File: src/rtl/core/dsce_pkg.sv
// Package for the SPI command engine: payload structs, register numbers,
// function codes and the CRC5 bit step. No dependencies.
`default_nettype none

package dsce_pkg;

  // Sizes
  localparam int BOARDS_DEF     = 4;
  localparam int REGS_PER_BOARD = 16;

  // Function codes of a command transfer
  localparam logic [2:0] FN_SET_MODE    = 3'd0;
  localparam logic [2:0] FN_WRITE_LEVEL = 3'd1;
  localparam logic [2:0] FN_READ_REQ    = 3'd2;
  localparam logic [2:0] FN_INIT_FETCH  = 3'd3;
  localparam logic [2:0] FN_INIT_APPLY  = 3'd4;
  localparam logic [2:0] FN_RESPONSE    = 3'd5;

  localparam logic [2:0] MODE_BAD    = 3'd7;
  localparam logic [2:0] MODE_HIGH_Z = 3'd4;
  localparam logic [2:0] MODE_DI_ALT = 3'd6;

  // Chip register numbers
  localparam logic [3:0] R_SETOUT   = 4'd0;
  localparam logic [3:0] R_DOILEVEL = 4'd2;
  localparam logic [3:0] R_OPNWREN  = 4'd8;
  localparam logic [3:0] R_CONFIG1  = 4'd10;
  localparam logic [3:0] R_CONFIGDI = 4'd12;
  localparam logic [3:0] R_CONFIGDO = 4'd13;
  localparam logic [3:0] R_CURRLIM  = 4'd14;

  // CRC5
  localparam logic [4:0] CRC_SEED = 5'h1f;
  localparam logic [4:0] CRC_POLY = 5'h15;

  // Step classes
  localparam logic [1:0] CLS_FRAME  = 2'd0;
  localparam logic [1:0] CLS_REJECT = 2'd1;
  localparam logic [1:0] CLS_RESP   = 2'd2;

  typedef struct packed {
    logic [2:0]  func;
    logic [1:0]  board;
    logic [1:0]  chan;
    logic [2:0]  op_mode;
    logic        level;
    logic [3:0]  reg_addr;
    logic        store_flag;
    logic [23:0] rx_frame;
  } cmd_t;

  typedef struct packed {
    logic        kind;
    logic [23:0] tx_frame;
    logic        rx_ok;
    logic [7:0]  rx_data;
    logic        input_level;
    logic        bad_argument;
    logic        last;
  } result_t;

  // One frame or check, handed from the sequencer to the RMW stage
  typedef struct packed {
    logic [1:0]  cls;
    logic [1:0]  board;
    logic [3:0]  reg_addr;
    logic        wr;
    logic [7:0]  mask;
    logic [7:0]  val;
    logic        store;
    logic [1:0]  chan;
    logic [23:0] rx_frame;
    logic [4:0]  crc;
    logic        last;
  } step_t;

  // One MSB-first CRC5 bit step
  function automatic logic [4:0] crc5_step(logic [4:0] c, logic b);
    logic [4:0] n;
    n = {c[3:0], 1'b0};
    if (b ^ c[4]) begin
      n = n ^ CRC_POLY;
    end
    return n;
  endfunction

endpackage

`default_nettype wire

File: src/rtl/core/dsce_seq.sv
// Command sequencer: holds the current command and issues one step per cycle
// while step_take is high (frame, reject or response check). Depends on dsce_pkg.
`default_nettype none

module dsce_seq #(
  parameter int BOARDS = dsce_pkg::BOARDS_DEF
) (
  input  wire logic           clk,
  input  wire logic           rst,
  input  wire logic           cmd_valid,
  output logic                cmd_stall,
  input  wire dsce_pkg::cmd_t cmd,
  output logic                step_valid,
  output dsce_pkg::step_t     step,
  input  wire logic           step_take
);
  import dsce_pkg::*;

  logic       active;
  cmd_t       cur;
  logic [3:0] idx;

  logic       issue;
  logic       fin;
  logic       accept;
  logic       rej;
  logic [3:0] nlast;
  logic [7:0] addr_byte;
  logic [4:0] crc_a;

  assign issue      = active && step_take;
  assign fin        = issue && step.last;
  assign cmd_stall  = active && !fin;
  assign accept     = cmd_valid && !cmd_stall;
  assign step_valid = active;

  // Command register and step counter
  always_ff @(posedge clk) begin
    if (rst) begin
      active <= 1'b0;
      idx    <= '0;
    end else if (accept) begin
      active <= (cmd.func <= FN_RESPONSE);
      idx    <= '0;
    end else if (fin) begin
      active <= 1'b0;
    end else if (issue) begin
      idx <= idx + 4'd1;
    end
  end

  always_ff @(posedge clk) begin
    if (accept) begin
      cur <= cmd;
    end
  end

  assign rej = (cur.func != FN_RESPONSE) &&
               ((int'(cur.board) >= BOARDS) ||
                (cur.func == FN_SET_MODE && cur.op_mode == MODE_BAD));

  // Step decode: register, bit mask and new bit values
  always_comb begin
    step          = '0;
    step.cls      = CLS_FRAME;
    step.board    = cur.board;
    step.chan     = cur.chan;
    step.rx_frame = cur.rx_frame;
    nlast         = 4'd0;
    if (rej) begin
      step.cls = CLS_REJECT;
    end else begin
      case (cur.func)
        FN_SET_MODE: begin
          if (cur.op_mode inside {[3'd4:3'd6]}) begin
            nlast = 4'd2;
            case (idx)
              4'd0: begin
                step.reg_addr = R_SETOUT;
                step.mask     = 8'h10 << cur.chan;
                step.val      = step.mask;
              end
              4'd1: begin
                step.reg_addr = R_CONFIGDO;
                step.mask     = 8'h02 << {cur.chan, 1'b0};
                step.val      = (cur.op_mode == MODE_HIGH_Z) ? step.mask : 8'h00;
              end
              default: begin
                step.reg_addr = R_CONFIGDI;
                step.mask     = (cur.op_mode == MODE_HIGH_Z) ? 8'h00 : 8'h80;
                step.val      = (cur.op_mode == MODE_DI_ALT) ? 8'h80 : 8'h00;
              end
            endcase
          end else begin
            nlast = 4'd1;
            if (idx == 4'd0) begin
              step.reg_addr = R_SETOUT;
              step.mask     = 8'h10 << cur.chan;
            end else begin
              step.reg_addr = R_CONFIGDO;
              step.mask     = 8'h03 << {cur.chan, 1'b0};
              step.val      = {6'd0, cur.op_mode[1:0]} << {cur.chan, 1'b0};
            end
          end
          step.wr = 1'b1;
        end
        FN_WRITE_LEVEL: begin
          step.reg_addr = R_SETOUT;
          step.wr       = 1'b1;
          step.mask     = 8'h01 << cur.chan;
          step.val      = cur.level ? step.mask : 8'h00;
        end
        FN_READ_REQ: begin
          nlast = 4'd1;
          if (idx == 4'd0) begin
            step.reg_addr = R_CONFIGDI;
            step.wr       = 1'b1;
            step.mask     = 8'h10;
          end else begin
            step.reg_addr = R_DOILEVEL;
          end
        end
        FN_INIT_FETCH: begin
          nlast         = 4'd15;
          step.reg_addr = idx;
        end
        FN_INIT_APPLY: begin
          nlast   = 4'd2;
          step.wr = 1'b1;
          case (idx)
            4'd0: begin
              step.reg_addr = R_CONFIG1;
              step.mask     = 8'h03;
            end
            4'd1: begin
              step.reg_addr = R_OPNWREN;
              step.mask     = 8'hf0;
              step.val      = 8'hf0;
            end
            default: begin
              step.reg_addr = R_CURRLIM;
              step.mask     = 8'hff;
              step.val      = 8'hff;
            end
          endcase
        end
        default: begin
          step.cls      = CLS_RESP;
          step.reg_addr = cur.reg_addr;
          step.store    = cur.store_flag && (int'(cur.board) < BOARDS);
        end
      endcase
    end
    step.last = (idx == nlast);

    // Address-side CRC: address byte of a frame, or bits 2..7 of a response
    addr_byte = {step.board, 1'b0, step.reg_addr, step.wr};
    crc_a     = CRC_SEED;
    if (step.cls == CLS_RESP) begin
      for (int i = 21; i >= 16; i--) begin
        crc_a = crc5_step(crc_a, cur.rx_frame[i]);
      end
    end else begin
      for (int i = 7; i >= 0; i--) begin
        crc_a = crc5_step(crc_a, addr_byte[i]);
      end
    end
    step.crc = crc_a;
  end

endmodule

`default_nettype wire

File: src/rtl/core/dsce_exec.sv
// Shadow register memory with read-modify-write stage, frame CRC and the
// result register. Depends on dsce_pkg.
`default_nettype none

module dsce_exec #(
  parameter int BOARDS = dsce_pkg::BOARDS_DEF
) (
  input  wire logic              clk,
  input  wire logic              rst,
  input  wire logic              step_valid,
  input  wire dsce_pkg::step_t   step,
  output logic                   step_take,
  output logic                   res_valid,
  output dsce_pkg::result_t      res,
  input  wire logic              res_stall
);
  import dsce_pkg::*;

  localparam int DEPTH = BOARDS * REGS_PER_BOARD;
  localparam int AW    = $clog2(DEPTH);

  logic [7:0]       mem [DEPTH];
  logic [DEPTH-1:0] vld;
  logic [7:0]       rdata;
  logic             rd_vld;

  logic             b_valid;
  step_t            b_step;
  logic             b_fwd;
  logic [7:0]       b_fwd_data;

  logic             issue;
  logic             re;
  logic [AW-1:0]    raddr;
  logic             b_fire;
  logic             we;
  logic [AW-1:0]    waddr;
  logic [7:0]       wdata;
  logic [7:0]       old;
  logic [7:0]       upd;
  logic [7:0]       dbyte;
  logic [2:0]       tail;
  logic [4:0]       crc;
  logic             ok;
  result_t          res_next;

  assign issue     = step_valid && step_take;
  assign re        = issue && (step.cls == CLS_FRAME);
  assign raddr     = AW'({step.board, step.reg_addr});
  assign b_fire    = b_valid && (!res_valid || !res_stall);
  assign step_take = !b_valid || b_fire;

  // Shadow memory, registered read
  always_ff @(posedge clk) begin
    if (we) begin
      mem[waddr] <= wdata;
    end
    if (re) begin
      rdata <= mem[raddr];
    end
  end

  // Written-since-reset bits; unwritten entries read as zero
  always_ff @(posedge clk) begin
    if (rst) begin
      vld    <= '0;
      rd_vld <= 1'b0;
    end else begin
      if (we) begin
        vld[waddr] <= 1'b1;
      end
      if (re) begin
        rd_vld <= vld[raddr];
      end
    end
  end

  // Execute stage register; forward a write to the entry read in the same cycle
  always_ff @(posedge clk) begin
    if (rst) begin
      b_valid <= 1'b0;
    end else if (issue) begin
      b_valid <= 1'b1;
    end else if (b_fire) begin
      b_valid <= 1'b0;
    end
  end

  always_ff @(posedge clk) begin
    if (issue) begin
      b_step     <= step;
      b_fwd      <= we && (waddr == raddr);
      b_fwd_data <= wdata;
    end
  end

  // Modify
  assign old   = b_fwd ? b_fwd_data : (rd_vld ? rdata : 8'h00);
  assign upd   = (old & ~b_step.mask) | (b_step.val & b_step.mask);
  assign dbyte = (b_step.cls == CLS_RESP) ? b_step.rx_frame[15:8] :
                 (b_step.wr ? upd : 8'h00);
  assign tail  = (b_step.cls == CLS_RESP) ? b_step.rx_frame[7:5] : 3'd0;

  // CRC over data byte and the three bits ahead of the CRC field
  always_comb begin
    logic [4:0] c;
    c = b_step.crc;
    for (int i = 7; i >= 0; i--) begin
      c = crc5_step(c, dbyte[i]);
    end
    for (int i = 2; i >= 0; i--) begin
      c = crc5_step(c, tail[i]);
    end
    crc = c;
  end

  assign ok    = (crc == b_step.rx_frame[4:0]);
  assign waddr = AW'({b_step.board, b_step.reg_addr});
  assign wdata = (b_step.cls == CLS_RESP) ? b_step.rx_frame[15:8] : upd;
  assign we    = b_fire &&
                 (((b_step.cls == CLS_FRAME) && b_step.wr) ||
                  ((b_step.cls == CLS_RESP) && ok && b_step.store));

  // Result assembly
  always_comb begin
    res_next = '0;
    case (b_step.cls)
      CLS_FRAME: begin
        res_next.tx_frame = {b_step.board, 1'b0, b_step.reg_addr, b_step.wr, dbyte,
                             3'd0, crc};
        res_next.last     = b_step.last;
      end
      CLS_REJECT: begin
        res_next.bad_argument = 1'b1;
        res_next.last         = 1'b1;
      end
      default: begin
        res_next.kind        = 1'b1;
        res_next.rx_ok       = ok;
        res_next.rx_data     = dbyte;
        res_next.input_level = dbyte[b_step.chan];
        res_next.last        = 1'b1;
      end
    endcase
  end

  // Output register
  always_ff @(posedge clk) begin
    if (rst) begin
      res_valid <= 1'b0;
    end else if (b_fire) begin
      res_valid <= 1'b1;
    end else if (!res_stall) begin
      res_valid <= 1'b0;
    end
  end

  always_ff @(posedge clk) begin
    if (b_fire) begin
      res <= res_next;
    end
  end

endmodule

`default_nettype wire

File: src/rtl/core/dio_spi_command_engine.sv
// Top level of the SPI command engine for cascaded quad digital I/O chips.
// Depends on dsce_pkg, dsce_seq and dsce_exec.
//
// Usage:
//  - cmd channel (cmd_valid / cmd_stall / cmd) takes one command or one
//    received response frame per transfer. res channel (res_valid /
//    res_stall / res) returns the frames to send and the response checks,
//    one result per transfer; the final result of a command has last set.
//  - A command yields 1 to 16 results (init fetch gives 16), at one result
//    per cycle while res_stall is low. A command holds the command channel
//    until its last step issues; the next command is taken in the cycle its
//    predecessor issues its last step, so results of consecutive commands
//    flow without gaps. Func codes 6 and 7 are taken and produce nothing.
//  - A command passes the command register, the shadow memory read and
//    execute stage register, then modify, CRC and the output register.
//    The rate is set by the single read-modify-write path into the shadow
//    memory, one register access per cycle when not stalled.
//  - Reset clears the shadow registers to zero at once (per-entry written
//    bits), so commands are taken right after reset.
//  - When res_stall is high the output register holds its result and the
//    execute stage and sequencer wait; cmd_stall rises as needed.
`default_nettype none

module dio_spi_command_engine #(
  parameter int BOARDS = dsce_pkg::BOARDS_DEF
) (
  input  wire logic              clk,
  input  wire logic              rst,
  input  wire logic              cmd_valid,
  output logic                   cmd_stall,
  input  wire dsce_pkg::cmd_t    cmd,
  output logic                   res_valid,
  input  wire logic              res_stall,
  output dsce_pkg::result_t      res
);
  import dsce_pkg::*;

  logic  step_valid;
  logic  step_take;
  step_t step;

  dsce_seq #(
    .BOARDS(BOARDS)
  ) u_seq (
    .clk       (clk),
    .rst       (rst),
    .cmd_valid (cmd_valid),
    .cmd_stall (cmd_stall),
    .cmd       (cmd),
    .step_valid(step_valid),
    .step      (step),
    .step_take (step_take)
  );

  dsce_exec #(
    .BOARDS(BOARDS)
  ) u_exec (
    .clk       (clk),
    .rst       (rst),
    .step_valid(step_valid),
    .step      (step),
    .step_take (step_take),
    .res_valid (res_valid),
    .res       (res),
    .res_stall (res_stall)
  );

endmodule

`default_nettype wire

File: config.mk
export PLATFORM = sky130hd
export DESIGN_NAME = dio_spi_command_engine
export DESIGN_NICKNAME = d
export VERILOG_FILES = /design/src/rtl/core/dsce_pkg.sv /design/src/rtl/core/dsce_seq.sv /design/src/rtl/core/dsce_exec.sv /design/src/rtl/core/dio_spi_command_engine.sv
export SDC_FILE = /design/constraint.sdc
export NUM_CORES = 1
export LEC_CHECK = 0
export ABC_AREA = 0
export BUFFER_PORTS_ARGS = -buffer_cell sky130_fd_sc_hd__clkbuf_2
export CAP_MARGIN = 40
export CORE_ASPECT_RATIO = 0.9
export CORE_UTILIZATION = 45
export CTS_CLUSTER_DIAMETER = 50
export DETAILED_ROUTE_END_ITERATION = 6
export PLACE_DENSITY = 0.59
export SLEW_MARGIN = 20
export SYNTH_ARGS = -nofsm -noshare
export SYNTH_HDL_FRONTEND = slang
export SYNTH_HIERARCHICAL = 1
export SYNTH_SLANG_ARGS = --single-unit
File: constraint.sdc
create_clock -name clk -period 10.1 [get_ports clk]
set_input_delay 1.01 -clock clk [delete_from_list [all_inputs] [get_ports clk]]
set_output_delay 1.01 -clock clk [all_outputs]
set_load 0.1 [all_outputs]
==> flow_summary_export.csv <==
group,metric,value,unit
routing,wirelength,65740,um
pwr,cellLeakagePower,10.68,nW
pwr,switching_share,0.2374,
worst_setup_path,critPathMaxStageDelay,750,ps
placement,dp_hpwl,40410,um
worst_setup_path,crit_fanout,105,
timing,skew,31.55,ps
global_route,grt_util_met1,0.2923,
timing,fin_tns_setup,0,ps
placement,gp_congestion,0.8602,
clock_tree,numCtsBuffers,76,
timing,period_minus_slack,5108,ps
pwr,irDropWorstVdd,0.1712,mV
global_route,grt_pass1_wl,99270,um
synthesis,synth_area,29630,um^2
clock_tree,post_cts_buffers,0,
timing,slew_violations,0,
pwr,power.internal,0.005369,W
timing,grt_setup_unrepaired,"no",
clock_tree,clk_pin_slew,60,ps
pwr,p_clk_frac,0.407,
pwr,total_power,0.007040,W
worst_setup_path,crit_slowest_cell,"nor3_1",
clock_tree,cts_resized,0,
routing,num_vias,15160,
final_layout,drive_gt1_frac,0.2838,
floorplanning,num_rows,88,
routing,drt_first_pass_iters,6,
clock_tree,cts_tree,"yes",
global_route,grt_max_degree,148,
pwr,combPwrFrac,0.113,
floorplanning,dieArea,66880,um^2
worst_setup_path,crit_required,10430,ps
global_route,grt_usage,0.2026,
floorplanning,die_x,272.5,um
floorplanning,ios,83,
pwr,p_sw,0.001672,W
timing,fin_crit_sh,0.5058,
global_route,grt.met3_usage,0.03379,
routing,routedWlPerCell,24.47,um
clock_tree,ctsHoldBuffers,0,
worst_setup_path,crit_top_cell,"mux4_2",
final_layout,final_area,33840,um^2
floorplanning,dieHeight,245.4,um
worst_setup_path,arrival,5440,ps
global_route,grt.overflow.total,0,
global_route,gr-usage-met2,0.3161,
timing,setup_viol,0,
timing,fmaxAchievable,0.1958,GHz
clock_tree,cts_sinks,722,
clock_tree,cts.path.max_buffers,3,
worst_setup_path,path_delay_family,"multiplexers",
timing,finalHoldViolCount,0,
synthesis,synth_warnings,6,
final_layout,fillers,5124,
worst_hold_path,worstHoldPathType,"register to register",
global_route,grt_pass1_vias,15310,
synthesis,synth.avg_cell_area,17.88,um^2
floorplanning,start_util,0.4585,
global_route,grt-busiest-layer,"met2",
placement,pre_cts_ws,4959,ps
placement,place_area,31220,um^2
pwr,p_seq_frac,0.480,
worst_setup_path,crit_type,"register to register",
pwr,power_density,208.1,nW/um^2
outcome,status,"finished clean",
job,cap_violations,0,
worst_setup_path,end_kind,"register",
timing,hold_slack,419.3,ps
timing,relSlewSlack,0.2646,
routing,drt.antenna.violating_nets,0,
timing,fin_ws,4992,ps
timing,tightestPinTransition,1103,ps
final_layout,final_nets,1816,
worst_setup_path,cp-start-kind,"register",
routing,route.detailed.drc,0,
placement,portBuffers,76,
global_route,antenna_found_initial,1,
clock_tree,insertion_delay,610,ps
routing,via_per_inst,5.642,
routing,drt_iter0_markers,1759,
clock_tree,cts_htree_levels,3,
final_layout,num_antenna_cells,0,
final_layout,area_growth,14.19,%
floorplanning,core_area,64630,um^2
worst_setup_path,critical_path.cell_chain,"nor3_1, a21oi_1, inv_8, buf_12, mux4_2, mux4_2, mux4_2",
synthesis,syn_inst,1657,
clock_tree,root_buffer,"clkbuf_16",
worst_setup_path,crit_buf_inv,2,
-- power by group through the flow --
stage,combinational [W],clock [W],sequential [W]
floorplan,0.000534,0,0.00347
global placement,0.000787,0,0.00344
detailed placement,0.000808,0,0.00344
CTS,0.000810,0.00292,0.00338
global route,0.000852,0.00303,0.00338
finish,0.000794,0.00287,0.00338
-- flip-flops by register name (all words and copies together), names as in the netlist --
| name | flops |
|---|---|
| u_exec/vld | 64 |
| u_exec/res | 33 |
| u_seq/step_valid | 1 |
| u_seq/cur | 12 |
| u_exec/res_valid | 1 |
| u_seq/idx | 4 |
| u_exec/rd_vld | 1 |
| u_exec/b_fwd | 1 |
| u_exec/b_step | 50 |
| u_exec/b_fwd_data | 8 |
| u_exec/b_valid | 1 |
| u_exec/rdata | 8 |
| u_seq/step | 26 |
| u_exec/mem | 512 |
-- worst paths after layout --
check / cells past startpoint / end / slack [ps] / from
max reg2reg: 7 / u_exec/rdata[1]$_DFFE_PP_ / 4990 / u_seq/cur[38]$_DFFE_PP_
max: 7 / u_exec/rdata[1]$_DFFE_PP_ / 4990 / u_seq/cur[38]$_DFFE_PP_
min: 0 / u_exec/b_step[20]$_DFFE_PP_ / 420 / u_seq/step[20]$_DFFE_PP_
min reg2reg: 0 / u_exec/b_step[20]$_DFFE_PP_ / 420 / u_seq/step[20]$_DFFE_PP_
-- cell usage in the layout (no fill, tap or decap), types with 6 or more instances in the layout --
| master | instances |
|---|---|
| a21oi_1 | 34 |
| and2_1 | 19 |
| buf_4 | 60 |
| bufinv_16 | 10 |
| clkbuf_1 | 11 |
| clkbuf_16 | 80 |
| clkbuf_2 | 76 |
| clkinv_1 | 20 |
| clkinv_2 | 8 |
| dfxtp_1 | 72 |
| edfxtp_1 | 650 |
| inv_1 | 77 |
| inv_6 | 6 |
| mux4_2 | 190 |
| nand2_1 | 58 |
| nand2b_1 | 10 |
| nand3_1 | 11 |
| nor2_1 | 59 |
| nor2b_1 | 11 |
| nor3_1 | 55 |
| nor3_2 | 18 |
| o21ai_0 | 14 |
| o21ai_1 | 6 |
| o22ai_1 | 70 |
| or2_2 | 18 |
| xnor2_1 | 48 |
| xor2_1 | 15 |
-- cell type report --
| type | instances | area (um^2) | area share |
|---|---|---|---|
| flip-flops and latches | 722 | 20960 | 0.6195 |
| multi-input cells | 741 | 7894 | 0.2333 |
| clock buffers | 91 | 2043 | 0.06039 |
| well taps | 855 | 1070 | 0.03162 |
| repair buffers | 148 | 1013 | 0.02995 |
| clock inverters | 50 | 545.5 | 0.01612 |
| inverters | 80 | 310.3 | 0.009171 |
-- through the flow --
| stage | std cells | utilization |
|---|---|---|
| finish | 2687 | 0.5235 |
| global placement | 2529 | 0.4802 |
| floorplan | 1660 | - |
| CTS | 2683 | 0.5231 |
| global route | 2687 | 0.5235 |
| detailed placement | 2542 | 0.4830 |
-- per-layer routing --
layer	up-vias	share of wire	routed length (um)
li1	6780	-	-
met1	7790	0.45	29410
met3	116	0.056	3696
met4	0	0.027	1788
met5	-	0	0
met2	475	0.47	30850
No activity file was read; power rests on OpenSTA's default activity.
